--- src/hdl/pen_touch_packet_event_decoder_top_defines.svh ---
// ---------------------------------------------------------------------------
// Assertion macros for the pen and touch packet decoder
// Shared property forms used at the end of the top level.
// ---------------------------------------------------------------------------
`ifndef PEN_TOUCH_PACKET_EVENT_DECODER_TOP_DEFINES_SVH
`define PEN_TOUCH_PACKET_EVENT_DECODER_TOP_DEFINES_SVH

// same-cycle implication
`define PTPE_ASSERT_NOW(label, ante, cons, msg) \
  label: assert property (@(posedge clk) disable iff (!rst_n) (ante) |-> (cons)) \
    else $error(msg);

// next-cycle implication
`define PTPE_ASSERT_NEXT(label, ante, cons, msg) \
  label: assert property (@(posedge clk) disable iff (!rst_n) (ante) |=> (cons)) \
    else $error(msg);

`endif

--- src/hdl/ptpe_pkg.sv ---
// ---------------------------------------------------------------------------
// Pen and touch packet decoder package
// Event codes, packet lengths and the event record type.
// ---------------------------------------------------------------------------
package ptpe_pkg;

  localparam int unsigned MaxEvents = 6;
  localparam int unsigned BodyDepth = 8;

  typedef logic [2:0] ev_kind_t;
  typedef logic [1:0] ev_src_t;
  typedef logic [1:0] ev_btn_t;
  typedef logic [2:0] ev_count_t;
  typedef logic [3:0] byte_count_t;

  localparam ev_kind_t KIND_PRESS    = 3'd0;
  localparam ev_kind_t KIND_RELEASE  = 3'd1;
  localparam ev_kind_t KIND_MOVE     = 3'd2;
  localparam ev_kind_t KIND_PROX_IN  = 3'd3;
  localparam ev_kind_t KIND_PROX_OUT = 3'd4;

  localparam ev_src_t SRC_TOUCH  = 2'd0;
  localparam ev_src_t SRC_TIP    = 2'd1;
  localparam ev_src_t SRC_ERASER = 2'd2;

  localparam ev_btn_t BTN_NONE  = 2'd0;
  localparam ev_btn_t BTN_TIP   = 2'd1;
  localparam ev_btn_t BTN_LOWER = 2'd2;
  localparam ev_btn_t BTN_UPPER = 2'd3;

  localparam byte_count_t LEN_CONTROL = 4'd11;
  localparam byte_count_t LEN_TOUCH   = 4'd5;
  localparam byte_count_t LEN_PEN     = 4'd9;

  typedef struct packed {
    ev_kind_t kind;
    ev_src_t  src;
    ev_btn_t  btn;
  } ev_rec_t;

endpackage

--- src/hdl/pen_touch_packet_event_decoder_top.sv ---
// ---------------------------------------------------------------------------
// Pen and touch tablet packet event decoder
// Frames serial tablet bytes into packets and emits pen and finger events.
//
//   channel | ports                         | direction
//   in      | in_valid, in_stall, in_rx_byte | byte transaction into block
//   out     | out_valid, out_stall, out_*    | event transaction out of block
//
// One byte is taken per cycle while in_stall is low; a byte reaches the framer
// in the cycle after it is accepted, and its events go through the event buffer
// and the output register to the out ports.
// A packet with k events holds the event buffer until all k are emitted, one
// event per cycle while out_stall does not hold the output; a packet-ending byte
// waits in the input register until the buffer is free.
// rst_n is synchronous: framing, pen and finger state and both valids clear.
// out_stall holds the output register; in_stall rises only when a packet
// ends while earlier events are still draining.
// ---------------------------------------------------------------------------
`include "pen_touch_packet_event_decoder_top_defines.svh"

module pen_touch_packet_event_decoder_top (
  input  logic                 clk,
  input  logic                 rst_n,
  input  logic                 in_valid,
  output logic                 in_stall,
  input  logic [7:0]           in_rx_byte,
  output logic                 out_valid,
  input  logic                 out_stall,
  output ptpe_pkg::ev_kind_t   out_event_kind,
  output ptpe_pkg::ev_src_t    out_event_source,
  output ptpe_pkg::ev_btn_t    out_button_number,
  output logic [13:0]          out_pos_x,
  output logic [13:0]          out_pos_y,
  output logic [9:0]           out_pen_pressure,
  output logic                 out_last_of_run
);
  import ptpe_pkg::*;

  // input register
  logic [7:0]  byte_r;
  logic        byte_vld_r;

  // framing state
  logic [6:0]  header_r;
  logic [6:0]  body_r [BodyDepth];
  byte_count_t cnt_r;
  logic        in_pkt_r;

  // tracked tool state
  logic pen_near_r, eraser_r, tip_r, lower_r, upper_r, finger_r;
  logic pen_near_nxt, eraser_nxt, tip_nxt, lower_nxt, upper_nxt, finger_nxt;

  // event buffer
  ev_rec_t    ev_list_r [MaxEvents];
  ev_count_t  ev_cnt_r;
  ev_count_t  ev_idx_r;
  logic [13:0] ev_x_r, ev_y_r;
  logic [9:0]  ev_pr_r;
  logic        ev_busy;

  // output register
  logic        out_valid_r;
  ev_rec_t     out_rec_r;
  logic [13:0] out_x_r, out_y_r;
  logic [9:0]  out_pr_r;
  logic        out_last_r;

  // framing combinational
  logic        is_start, body_wr, s1_done, s1_go, emit;
  logic        is_touch, is_pen;
  byte_count_t cnt_nxt, pkt_len;
  logic [2:0]  wr_idx;
  logic [6:0]  body_v [BodyDepth];
  logic [13:0] x_nxt, y_nxt;
  logic [9:0]  pr_nxt;
  ev_rec_t     list_nxt [MaxEvents];
  ev_count_t   n_nxt;

  assign ev_busy = (ev_idx_r != ev_cnt_r);

  always_comb begin
    is_start = byte_r[7];
    cnt_nxt  = cnt_r + 4'd1;
    wr_idx   = 3'(cnt_r - 4'd1);
    body_wr  = byte_vld_r && !is_start && in_pkt_r && (cnt_r >= 4'd1) && (cnt_r <= 4'd8);
    if (header_r[6]) begin
      pkt_len = LEN_CONTROL;
    end else if (header_r[4]) begin
      pkt_len = LEN_TOUCH;
    end else begin
      pkt_len = LEN_PEN;
    end
    is_touch = (pkt_len == LEN_TOUCH);
    is_pen   = (pkt_len == LEN_PEN);
    s1_done  = byte_vld_r && !is_start && in_pkt_r && (cnt_nxt >= pkt_len) && !header_r[6];
    s1_go    = byte_vld_r && !(s1_done && ev_busy);
    for (int i = 0; i < BodyDepth; i++) begin
      body_v[i] = (body_wr && (wr_idx == 3'(i))) ? byte_r[6:0] : body_r[i];
    end
  end

  assign in_stall = byte_vld_r && !s1_go;

  // packet decode and event list
  always_comb begin
    logic tip, b1, b2, prox;
    ev_src_t src;
    tip  = header_r[0];
    b1   = header_r[1];
    b2   = header_r[2];
    prox = header_r[5];
    src  = SRC_TIP;
    pen_near_nxt = pen_near_r;
    eraser_nxt   = eraser_r;
    tip_nxt      = tip_r;
    lower_nxt    = lower_r;
    upper_nxt    = upper_r;
    finger_nxt   = finger_r;
    n_nxt        = '0;
    for (int i = 0; i < MaxEvents; i++) begin
      list_nxt[i] = '{kind: KIND_MOVE, src: SRC_TOUCH, btn: BTN_NONE};
    end
    if (is_touch) begin
      x_nxt  = {body_v[0], body_v[1]};
      y_nxt  = {body_v[2], body_v[3]};
      pr_nxt = '0;
    end else begin
      x_nxt  = {body_v[0], body_v[1][6:2], body_v[5][6:5]};
      y_nxt  = {body_v[2], body_v[3][6:2], body_v[5][4:3]};
      pr_nxt = {body_v[5][2:0], body_v[4]};
    end

    if (is_touch && !pen_near_r) begin
      list_nxt[0] = '{kind: KIND_MOVE, src: SRC_TOUCH, btn: BTN_TIP};
      if (!tip && finger_r) begin
        finger_nxt = 1'b0;
        list_nxt[0].kind = KIND_RELEASE;
      end else if (tip && !finger_r) begin
        finger_nxt = 1'b1;
        list_nxt[0].kind = KIND_PRESS;
      end
      n_nxt = 3'd1;
    end else if (is_pen) begin
      if (prox && !pen_near_r) begin
        pen_near_nxt = 1'b1;
        eraser_nxt   = !tip && b2;
        list_nxt[n_nxt] = '{kind: KIND_PROX_IN, src: (eraser_nxt ? SRC_ERASER : SRC_TIP),
                            btn: BTN_NONE};
        n_nxt = n_nxt + 3'd1;
      end else if (!prox && pen_near_r) begin
        pen_near_nxt = 1'b0;
        list_nxt[n_nxt] = '{kind: KIND_PROX_OUT, src: (eraser_r ? SRC_ERASER : SRC_TIP),
                            btn: BTN_NONE};
        n_nxt = n_nxt + 3'd1;
      end else if (eraser_r && !b2) begin
        list_nxt[0] = '{kind: KIND_PROX_OUT, src: SRC_ERASER, btn: BTN_NONE};
        list_nxt[1] = '{kind: KIND_PROX_IN,  src: SRC_TIP,    btn: BTN_NONE};
        n_nxt      = 3'd2;
        eraser_nxt = 1'b0;
      end else if (!eraser_r && !tip && b2) begin
        list_nxt[0] = '{kind: KIND_PROX_OUT, src: SRC_TIP,    btn: BTN_NONE};
        list_nxt[1] = '{kind: KIND_PROX_IN,  src: SRC_ERASER, btn: BTN_NONE};
        n_nxt      = 3'd2;
        eraser_nxt = 1'b1;
      end

      src = eraser_nxt ? SRC_ERASER : SRC_TIP;
      if (tip != tip_r) begin
        tip_nxt = tip;
        list_nxt[n_nxt] = '{kind: (tip ? KIND_PRESS : KIND_RELEASE), src: src, btn: BTN_TIP};
        n_nxt = n_nxt + 3'd1;
      end
      if (!eraser_nxt) begin
        if (b1 != lower_r) begin
          lower_nxt = b1;
          list_nxt[n_nxt] = '{kind: (b1 ? KIND_PRESS : KIND_RELEASE), src: SRC_TIP,
                              btn: BTN_LOWER};
          n_nxt = n_nxt + 3'd1;
        end
        if (b2 != upper_r) begin
          upper_nxt = b2;
          list_nxt[n_nxt] = '{kind: (b2 ? KIND_PRESS : KIND_RELEASE), src: SRC_TIP,
                              btn: BTN_UPPER};
          n_nxt = n_nxt + 3'd1;
        end
      end
      list_nxt[n_nxt] = '{kind: KIND_MOVE, src: src, btn: BTN_NONE};
      n_nxt = n_nxt + 3'd1;
    end
  end

  assign emit = ev_busy && (!out_valid_r || !out_stall);

  always_ff @(posedge clk) begin
    if (!rst_n) begin
      byte_vld_r  <= 1'b0;
      header_r    <= '0;
      cnt_r       <= '0;
      in_pkt_r    <= 1'b0;
      pen_near_r  <= 1'b0;
      eraser_r    <= 1'b0;
      tip_r       <= 1'b0;
      lower_r     <= 1'b0;
      upper_r     <= 1'b0;
      finger_r    <= 1'b0;
      ev_cnt_r    <= '0;
      ev_idx_r    <= '0;
      out_valid_r <= 1'b0;
    end else begin
      if (in_valid && !in_stall) begin
        byte_r     <= in_rx_byte;
        byte_vld_r <= 1'b1;
      end else if (s1_go) begin
        byte_vld_r <= 1'b0;
      end

      if (s1_go) begin
        if (is_start) begin
          header_r <= byte_r[6:0];
          cnt_r    <= 4'd1;
          in_pkt_r <= 1'b1;
        end else if (in_pkt_r) begin
          if (body_wr) begin
            body_r[wr_idx] <= byte_r[6:0];
          end
          if (cnt_nxt >= pkt_len) begin
            cnt_r    <= '0;
            in_pkt_r <= 1'b0;
          end else begin
            cnt_r <= cnt_nxt;
          end
        end
      end

      if (s1_go && s1_done) begin
        pen_near_r <= pen_near_nxt;
        eraser_r   <= eraser_nxt;
        tip_r      <= tip_nxt;
        lower_r    <= lower_nxt;
        upper_r    <= upper_nxt;
        finger_r   <= finger_nxt;
        ev_list_r  <= list_nxt;
        ev_cnt_r   <= n_nxt;
        ev_idx_r   <= '0;
        ev_x_r     <= x_nxt;
        ev_y_r     <= y_nxt;
        ev_pr_r    <= pr_nxt;
      end else if (emit) begin
        ev_idx_r <= ev_idx_r + 3'd1;
      end

      if (emit) begin
        out_valid_r <= 1'b1;
        out_rec_r   <= ev_list_r[ev_idx_r];
        out_x_r     <= ev_x_r;
        out_y_r     <= ev_y_r;
        out_pr_r    <= ev_pr_r;
        out_last_r  <= ((ev_idx_r + 3'd1) == ev_cnt_r);
      end else if (!out_stall) begin
        out_valid_r <= 1'b0;
      end
    end
  end

  assign out_valid         = out_valid_r;
  assign out_event_kind    = out_rec_r.kind;
  assign out_event_source  = out_rec_r.src;
  assign out_button_number = out_rec_r.btn;
  assign out_pos_x         = out_x_r;
  assign out_pos_y         = out_y_r;
  assign out_pen_pressure  = out_pr_r;
  assign out_last_of_run   = out_last_r;

  `PTPE_ASSERT_NOW(a_idx_in_range, 1'b1, (ev_idx_r <= ev_cnt_r) && (ev_cnt_r <= 3'(MaxEvents)), "event index beyond event count")
  `PTPE_ASSERT_NOW(a_load_when_free, s1_go && s1_done, !ev_busy, "event list reloaded while events pending")
  `PTPE_ASSERT_NOW(a_hunt_count_zero, !in_pkt_r, cnt_r == '0, "byte count set while hunting for start")
  `PTPE_ASSERT_NEXT(a_last_drains, emit && ((ev_idx_r + 3'd1) == ev_cnt_r), !ev_busy, "event buffer not empty after last event")

endmodule

--- config.mk ---
export PLATFORM = sky130hd
export DESIGN_NAME = pen_touch_packet_event_decoder_top
export DESIGN_NICKNAME = d
export VERILOG_FILES = /design/src/hdl/ptpe_pkg.sv /design/src/hdl/pen_touch_packet_event_decoder_top.sv
export VERILOG_INCLUDE_DIRS = /design/src /design/src/hdl
export SDC_FILE = /design/constraint.sdc
export NUM_CORES = 1
export LEC_CHECK = 0
export BUFFER_PORTS_ARGS = -buffer_cell sky130_fd_sc_hd__clkbuf_2
export CAP_MARGIN = 15
export CORE_UTILIZATION = 29
export CTS_CLUSTER_SIZE = 24
export DETAILED_ROUTE_END_ITERATION = 8
export GPL_ROUTABILITY_DRIVEN = 0
export HOLD_SLACK_MARGIN = 0.15
export SLEW_MARGIN = 5
export SYNTH_ARGS = -nofsm -noshare
export SYNTH_HDL_FRONTEND = slang
export SYNTH_SLANG_ARGS = --single-unit
--- constraint.sdc ---
create_clock -name clk -period 6.35 [get_ports clk]
set_input_delay 0 -clock clk [delete_from_list [all_inputs] [get_ports clk]]
set_output_delay 0 -clock clk [all_outputs]
set_load 0.01 [all_outputs]
==> flow_summary.toml, run 1 <==
[status]
status = "finished clean"

[pwr]
power-per-cell-area_nw_per_um2 = 265
switchingPower_uw = 638
pwr-share-comb = 0.058
seq_power_share = 0.535
p_leak_nw = 3.45
swShare = 0.238
p_int_mw = 2.04
power_frac_clock = 0.407
ir_drop_mv = 0.148

[critical_path]
crit_path_top_delay_cell = "dfxtp_1"
r2r-start = "header_r[2]"
worst_path_most_repeated_cell = "ha_1"
crit_arrival_ns = 4.86
path_class = "reg2reg"
worstPathRequired_ns = 6.55
reg2regPathDepth = 16
path_cells = "nor2b_1 > o21ai_0 > inv_1 > ha_1 > nand2_1 > nand2_1 > ha_1 > nand2b_1 > o21ai_2 > inv_2 > ha_1 > nor2b_1 > xnor3_1 > a211oi_2 > o21ai_1 > a22o_1"
worstSetupEndpointType = "register"
reg2reg_to = "ev_list_r[38]"
crit_path_start_kind = "register"
path_max_fanout = 20
r2r_slack_ns = 1.68
crit_path_start = "header_r[2]"
cpPeakStageDelay_ns = 0.75

[placement]
port_buffers = 59
dp_cells = 1067
dp_hpwl_um = 12400

[hold_path]
holdPathStages = 2
hp-class = "in2reg"
min-delay-start = "in_rx_byte[5]"
min_to = "byte_r[5]"

[final_layout]
final_cells = 1112
mostFrequentLayoutCells = "edfxtp_1, clkbuf_2, nand2_1"
areaGrowthSynthToFinish_pct = 16.8
layout_commonest_cell = "edfxtp_1"
final_nets = 747
n_antenna_cell = 0
drive_above_1_share = 0.192

[floorplanning]
rows = 62
fp.dieH_um = 175
io-pin-count = 60
dieArea_sq_um = 30500
dieWidth_um = 175
initial_utilization = 0.298
core_area_sq_um = 29000

[clocking]
clock_sinks = 196
cts_tree = "built"
ctsLongestPathBuffers = 2
clock_latency_ns = 0.44
postCtsSetupBuffers = 0
path_clk_slew_ns = 0.08
cts_root_buf = "clkbuf_16"
htreeDepth = 4
cts_buffers = 17

[drt]
vias_per_cell = 4.83
remaining_drc_errors = 0
wirelength_um = 17800
dr_total_vias = 5372
routedWlPerCell_um = 16.0
drtIter0Drc = 450
dr.pass1.iters = 5
drtAntennaViolNets = 0

[synthesis]
syn_area_sq_um = 8640
avgSynthCellArea_sq_um = 13.3
synth.distinct_cells = 72
synth_seq_area_share = 0.652
syn_inst = 648
synth_nets = 680
synth_seq_cells = 196
synth-edff-count = 171
yosys_most_used_dff = "edfxtp_1"
async_flop_share = 0
ys_warn_count = 0

[sta]
setup_tns_ns = 0
finalMaxSlewViolations = 0
finClkSkew_ns = 0.0149
rsz0062_at_grt = "no"
period_share = 0.735
worst_pin_slew_ns = 1.09
max_slew_margin = 0.274
min_period_ns = 4.67
hold_viol_final = 0
fmaxAchievable_mhz = 214
setup_violations = 0

[run]
max_cap_violations = 0

[grt]
track_usage = 0.120
grt_max_degree = 47
grt_pass1_wl_um = 28300
antenna_found_initial = 0
grt-ovfl-total = 0
first_global_vias = 5130
-- how the worst max path moves through the flow --
stage / to / slack (ns) / depth (start not counted)
3_3_place_gp: ev_list_r[38] / 1.95 / 16
3_5_place_dp: ev_list_r[38] / 1.74 / 16
4_1_cts: ev_list_r[38] / 1.75 / 16
2_1_floorplan: ev_list_r[0] / 0.48 / 11
5_1_grt: ev_list_r[15] / 1.30 / 16
6_report: ev_list_r[38] / 1.68 / 16
-- metrics by stage --
step	utilization	instance area (sq um)	hold WS (ns)	setup slack [ns]	power [mW]
after global routing	0.348	10100	0.277	1.30	2.76
after CTS	0.347	10100	0.259	1.75	2.70
after detailed placement	0.322	9350	0.184	1.74	1.61
after global placement	0.322	9350	0.179	1.95	1.61
final	0.348	10100	0.276	1.68	2.68
after floorplan	-	8640	0.0989	0.483	1.56
-- power groups by stage --
stage                     combinational (mW)  sequential (mW)  clock (mW)
after global routing                   0.170             1.44        1.15
after floorplan                        0.105             1.46           0
after detailed placement               0.148             1.47           0
after global placement                 0.146             1.47           0
after CTS                              0.154             1.44        1.11
final                                  0.155             1.43        1.09
-- cells by family after synthesis --
| logic type | Yosys count | synth area share |
|---|---|---|
| AOI/OAI and AO/OA | 136 | 0.107 |
| and+or+nand+nor | 186 | 0.109 |
| adders and majority gates | 20 | 0.0290 |
| xor gates and xnor gates | 18 | 0.0242 |
| muxes | 36 | 0.0520 |
| buffers and inverters | 56 | 0.0259 |
| DFF | 196 | 0.652 |
-- worst max-delay path: cells and delay by family, from the launching register on --
family | cells | cell delay, ns
AOI/OAI and AO/OA | 5 | 1.42
adders and majority gates | 3 | 0.87
and+or+nand+nor | 5 | 0.82
DFF | 1 | 0.75
xor gates and xnor gates | 1 | 0.32
buffers and inverters | 2 | 0.24
-- state kept, by name, indices dropped and copies added, names as in the netlist, 10 cells and up --
| signal | flops |
|---|---|
| ev_list_r | 37 |
| out_pos_y | 14 |
| ev_x_r | 14 |
| body_r | 42 |
| ev_pr_r | 10 |
| out_pos_x | 14 |
| out_pen_pressure | 10 |
| ev_y_r | 14 |
-- timing repair --
item,CTS,global route
resized for setup,0,0
hold buffers,11,0
hold endpoints to repair,24,0
-- layout make-up --
class | instances | area, sq um
clock inverter | 15 | 186
sequential | 196 | 5640
inverter | 29 | 109
timing repair buffer | 75 | 468
clock buffer | 17 | 425
multi-input combinational | 396 | 2790
fill | 2856 | 18900
tap | 384 | 480
-- per-layer routing --
metal,track usage,wire [um],up-vias
li1,-,-,2599
met1,0.164,8460,2608
met2,0.189,8300,145
met3,0.0242,766,20
met4,0.0435,266,0
met5,0,0,-
-- synth_stat cells (17+ instances only) --
library cell  number  area [sq um]
edfxtp_1         171          5130
nand2_1           45           169
a21oi_1           37           185
nor2_1            34           128
dfxtp_1           25           500
inv_1             25          93.8
clkbuf_1          23          86.3
nand3_1           23           115
ha_1              20           250
nor3_1            20           100
mux2i_1           19           190
o21ai_0           17          85.1
(Power assumes the default switching activity.)
==> run 2: changes to the inputs <==
clock period = 4.8 ns   (was 6.35 ns; I/O delays follow)
==> run 2 against run 1 <==
Compared with the run above:
- critical path depth grew 2
- hold slack better by 0.00086 ns
- count of clock-buffer cells in the layout unchanged
- sequential power up 33%
- via count is 0.87% higher
- critical endpoint is now ev_list_r[41]
- largest cell class unchanged
- largest power group unchanged
==> flow_summary.toml, run 2 (synthesized netlist as in run 1, its figures left out) <==
[hold_path]
min-delay-start = "in_rx_byte[1]"
holdPathStages = 2
min_to = "byte_r[1]"
hp-class = "in2reg"

[grt]
first_global_vias = 5204
track_usage = 0.122
grt-ovfl-total = 0
grt_pass1_wl_um = 28600
antenna_found_initial = 0
grt_max_degree = 58

[floorplanning]
dieArea_sq_um = 30500
fp.dieH_um = 175
rows = 62
initial_utilization = 0.298
dieWidth_um = 175
io-pin-count = 60
core_area_sq_um = 29000

[clocking]
cts_resized = 0
ctsLongestPathBuffers = 2
cts_root_buf = "clkbuf_16"
path_clk_slew_ns = 0.08
cts_tree = "built"
htreeDepth = 4
cts_buffers = 17
postCtsSetupBuffers = 0
clock_sinks = 196
cts_hold_buf = 11
clock_latency_ns = 0.44

[sta]
max_slew_margin = 0.286
period_share = 0.878
finClkSkew_ns = 0.0207
worst_pin_slew_ns = 1.07
hold_viol_final = 0
setup_violations = 0
min_period_ns = 4.21
setup_tns_ns = 0
rsz0062_at_grt = "no"
fmaxAchievable_mhz = 237
finalMaxSlewViolations = 0

[pwr]
switchingPower_uw = 816
swShare = 0.233
finalPower_mw = 3.50
p_int_mw = 2.69
p_leak_nw = 3.49
power_frac_clock = 0.400
ir_drop_mv = 0.191
seq_power_share = 0.541
power-per-cell-area_nw_per_um2 = 346
pwr-share-comb = 0.059

[critical_path]
r2r-start = "header_r[5]"
crit_arrival_ns = 4.40
crit_path_top_delay_cell = "nor4_1"
crit_path_start_kind = "register"
cpPeakStageDelay_ns = 0.43
path_cells = "inv_1 > ha_1 > nor2_1 > o21ai_0 > inv_1 > ha_1 > nand2_1 > nand2_1 > ha_1 > nand2b_1 > o21ai_2 > inv_2 > ha_1 > nor2b_1 > xnor3_1 > a211oi_2 > o21a_1 > nor4_1"
worstPathRequired_ns = 4.99
reg2regPathDepth = 18
reg2reg_to = "ev_list_r[41]"
worst_path_most_repeated_cell = "ha_1"
path_max_fanout = 7
r2r_slack_ns = 0.59
worstSetupEndpointType = "register"
path_class = "reg2reg"

[final_layout]
n_antenna_cell = 0
areaGrowthSynthToFinish_pct = 17.2
drive_above_1_share = 0.201
seqCellArea_sq_um = 5640
mostFrequentLayoutCells = "edfxtp_1, clkbuf_2, nand2_1"
fillers = 2818
final_nets = 757
multi_input_area_sq_um = 2790
largest-register = "body_r"
largest_register_ffs = 42
layout_commonest_cell = "edfxtp_1"
largestRegisters = "body_r x42, ev_list_r x37"

[drt]
vias_per_cell = 4.83
wirelength_um = 18000
dr.pass1.iters = 4
dr_total_vias = 5419
remaining_drc_errors = 0
routedWlPerCell_um = 16.1
drtAntennaViolNets = 0
drtIter0Drc = 424

[placement]
port_buffers = 59
dp_hpwl_um = 12600

[run]
max_cap_violations = 0

[status]
status = "finished clean"
## run 2: cell types whose count changed in the layout (fill, tap and decap cells not counted)
cell	change
buf_12	-2
buf_4	+13
clkbuf_4	-1
clkinv_1	+1
clkinv_4	+2
clkinv_8	+1
clkinvlp_4	-1
inv_12	-1
inv_6	-2
inv_8	-1
## run 2: power by group through the flow
stage / registers (mW) / logic, mW / clock network [mW]
finish: 1.90 / 0.206 / 1.40
global route: 1.90 / 0.226 / 1.49
CTS: 1.90 / 0.207 / 1.43
detailed placement: 1.94 / 0.199 / 0
global placement: 1.94 / 0.198 / 0
floorplan: 1.93 / 0.139 / 0
## run 2: critical path: cells and delay by family, from the launching register on
family | cells | cell delay (ns)
AO/OA/AOI/OAI | 4 | 0.74
adder cells (fa/ha/maj) | 4 | 1.00
flip-flops | 1 | 0.39
AND/OR/NAND/NOR | 6 | 1.15
XOR/XNOR | 1 | 0.38
buffers and inverters | 3 | 0.31
## run 2: worst max path at each step
stage | end | slack (ns) | start | cells past startpoint
global placement | ev_list_r[41] | 0.80 | eraser_r | 16
detailed placement | ev_list_r[41] | 0.65 | header_r[5] | 18
floorplan | ev_list_r[0] | 0.19 | header_r[4] | 11
global route | ev_list_r[41] | 0.17 | eraser_r | 16
finish | ev_list_r[41] | 0.59 | header_r[5] | 18
CTS | ev_list_r[41] | 0.61 | header_r[5] | 18
## run 2: metal layers
metal | GRT usage | wire, um
met3 | 0.0257 | 768
met1 | 0.162 | 8360
met4 | 0.0478 | 278
met2 | 0.194 | 8630
met5 | 0 | 0
## run 2: through the flow
step	area, sq um	worst slack [ns]	std cells	hold slack, ns	util
floorplan	8640	0.193	648	0.0989	-
global placement	9420	0.797	1079	0.178	0.325
detailed placement	9420	0.655	1079	0.179	0.325
CTS	10100	0.614	1121	0.254	0.349
global route	10100	0.171	1121	0.271	0.349
finish	10100	0.588	1121	0.277	0.349
## run 2: final cells by class
class,instances,share of cell area
sequential,196,0.556
multi-input combinational,396,0.275
timing repair buffer,85,0.0511
tap,384,0.0474
clock buffer,17,0.0420
clock inverter,14,0.0169
inverter,29,0.0107
==> run 3: changes to the inputs <==
CORE_ASPECT_RATIO = 1.4   (was default)
CTS_BUF_LIST = sky130_fd_sc_hd__clkbuf_16   (was default)
SKIP_CTS_REPAIR_TIMING = 1   (was default)
==> run 3 against run 2 <==
Compared with the run above:
- register-to-register slack about the same
- critical path type unchanged
- flip-flop and latch count unchanged
- count of clock-buffer cells in the layout unchanged
- total power increased by 4.1%
- sequential power about the same
- hold slack got worse by 0.0040 ns
==> flow_summary.toml, run 3 (synthesized netlist as in run 1, its figures left out) <==
[sta]
finClkSkew_ns = 0.0149
rsz0062_at_grt = "no"
fmaxAchievable_mhz = 237
finalMaxSlewViolations = 0
worst_pin_slew_ns = 1.07
period_share = 0.877
setup_tns_ns = 0
min_period_ns = 4.21
hold_viol_final = 0
max_slew_margin = 0.284
setup_violations = 0

[floorplanning]
initial_utilization = 0.295
io-pin-count = 60
fp.dieH_um = 206
dieWidth_um = 148
rows = 74
core_area_sq_um = 29300
dieArea_sq_um = 30500

[pwr]
pwr-share-comb = 0.060
power_frac_clock = 0.423
p_leak_nw = 3.53
switchingPower_uw = 840
swShare = 0.230
p_int_mw = 2.81
ir_drop_mv = 0.247
seq_power_share = 0.517
power-per-cell-area_nw_per_um2 = 358

[placement]
port_buffers = 59
dpl_cell_area_sq_um = 9420
dp_hpwl_um = 12700

[critical_path]
path_cells = "nor2b_1 > o21ai_0 > inv_1 > ha_1 > nand2_1 > nand2_1 > ha_1 > nand2b_1 > o21ai_2 > inv_2 > ha_1 > nor2b_1 > xnor3_1 > a211oi_2 > o21ai_1 > a22o_1"
worstPathRequired_ns = 4.98
worst_path_most_repeated_cell = "ha_1"
crit_path_top_delay_cell = "dfxtp_1"
worstSetupEndpointType = "register"
crit_family = "compound AO/OA/AOI/OAI gates"
crit_arrival_ns = 4.39
path_class = "reg2reg"
worst-path-buf-inv = 2
path_max_fanout = 10
r2r_slack_ns = 0.59
crit_path_start_kind = "register"
cpPeakStageDelay_ns = 0.53

[drt]
dr_total_vias = 5430
dr.pass1.iters = 6
routedWlPerCell_um = 16.1
vias_per_cell = 4.86
drtAntennaViolNets = 0
wirelength_um = 18000
remaining_drc_errors = 0
drtIter0Drc = 357

[run]
max_cap_violations = 0

[final_layout]
layout_commonest_cell = "edfxtp_1"
drive_above_1_share = 0.203
largest-register = "body_r"
final_nets = 757
n_antenna_cell = 0
seqCellArea_sq_um = 5640
areaGrowthSynthToFinish_pct = 18.0
largestRegisters = "body_r x42, ev_list_r x37"
largest_register_ffs = 42
mostFrequentLayoutCells = "edfxtp_1, clkbuf_2, nand2_1"
fin_area_sq_um = 10200
fillers = 2884
multi_input_area_sq_um = 2790

[clocking]
clock_latency_ns = 0.44
cts_buffers = 17
ctsLongestPathBuffers = 2
path_clk_slew_ns = 0.08
htreeDepth = 4
clock_sinks = 196
cts_tree = "built"
cts_root_buf = "clkbuf_16"

[grt]
antenna_found_initial = 0
grt-ovfl-total = 0
grt_pass1_wl_um = 28500
track_usage = 0.124
grt_max_degree = 47
first_global_vias = 5223

[hold_path]
hp-class = "in2reg"

[status]
status = "finished clean"
[run 3: cell types whose count changed in the layout (fill, tap and decap cells not counted)]
cell	change
bufinv_16	+2
clkinv_4	-2
clkinvlp_4	-2
inv_8	+2
ha_1	-1
ha_2	+1
inv_12	+1
[run 3: path summary, 6_finish.rpt]
kind | from | to | depth (start not counted)
min | in_rx_byte[5] | byte_r[5] | 2
max reg2reg | header_r[2] | ev_list_r[38] | 16
min reg2reg | ev_y_r[12] | out_pos_y[12] | 0
max | header_r[2] | ev_list_r[38] | 16
[run 3: metrics by stage]
step | total power, mW | instances | hold slack [ns] | utilization | setup slack [ns]
6_report | 3.65 | 1118 | 0.273 | 0.348 | 0.589
5_1_grt | 3.78 | 1118 | 0.248 | 0.348 | 0.116
4_1_cts | 3.68 | 1107 | -0.292 | 0.345 | 0.538
3_5_place_dp | 2.14 | 1075 | 0.180 | 0.322 | 0.576
3_3_place_gp | 2.14 | 1075 | 0.180 | 0.322 | 0.690
2_1_floorplan | 2.06 | 648 | 0.0989 | - | 0.193
[run 3: power by group through the flow]
stage	combinational, mW	clock, mW	sequential [mW]
global route	0.239	1.65	1.89
finish	0.219	1.54	1.89
global placement	0.211	0	1.93
CTS	0.214	1.58	1.89
floorplan	0.139	0	1.93
detailed placement	0.213	0	1.93
[run 3: final cells by class]
cell class	count	area share
Sequential cell	196	0.553
Multi-Input combinational cell	396	0.274
Timing Repair Buffer	85	0.0508
Tap cell	380	0.0466
Clock buffer	17	0.0417
Clock inverter	15	0.0233
Inverter	29	0.0107
[run 3: routing by layer]
layer / up-vias / share of wire / global-route usage
li1: 2616 / - / -
met1: 2650 / 0.42 / 0.142
met2: 130 / 0.52 / 0.215
met3: 34 / 0.031 / 0.0278
met4: 0 / 0.034 / 0.0644
met5: - / 0 / 0
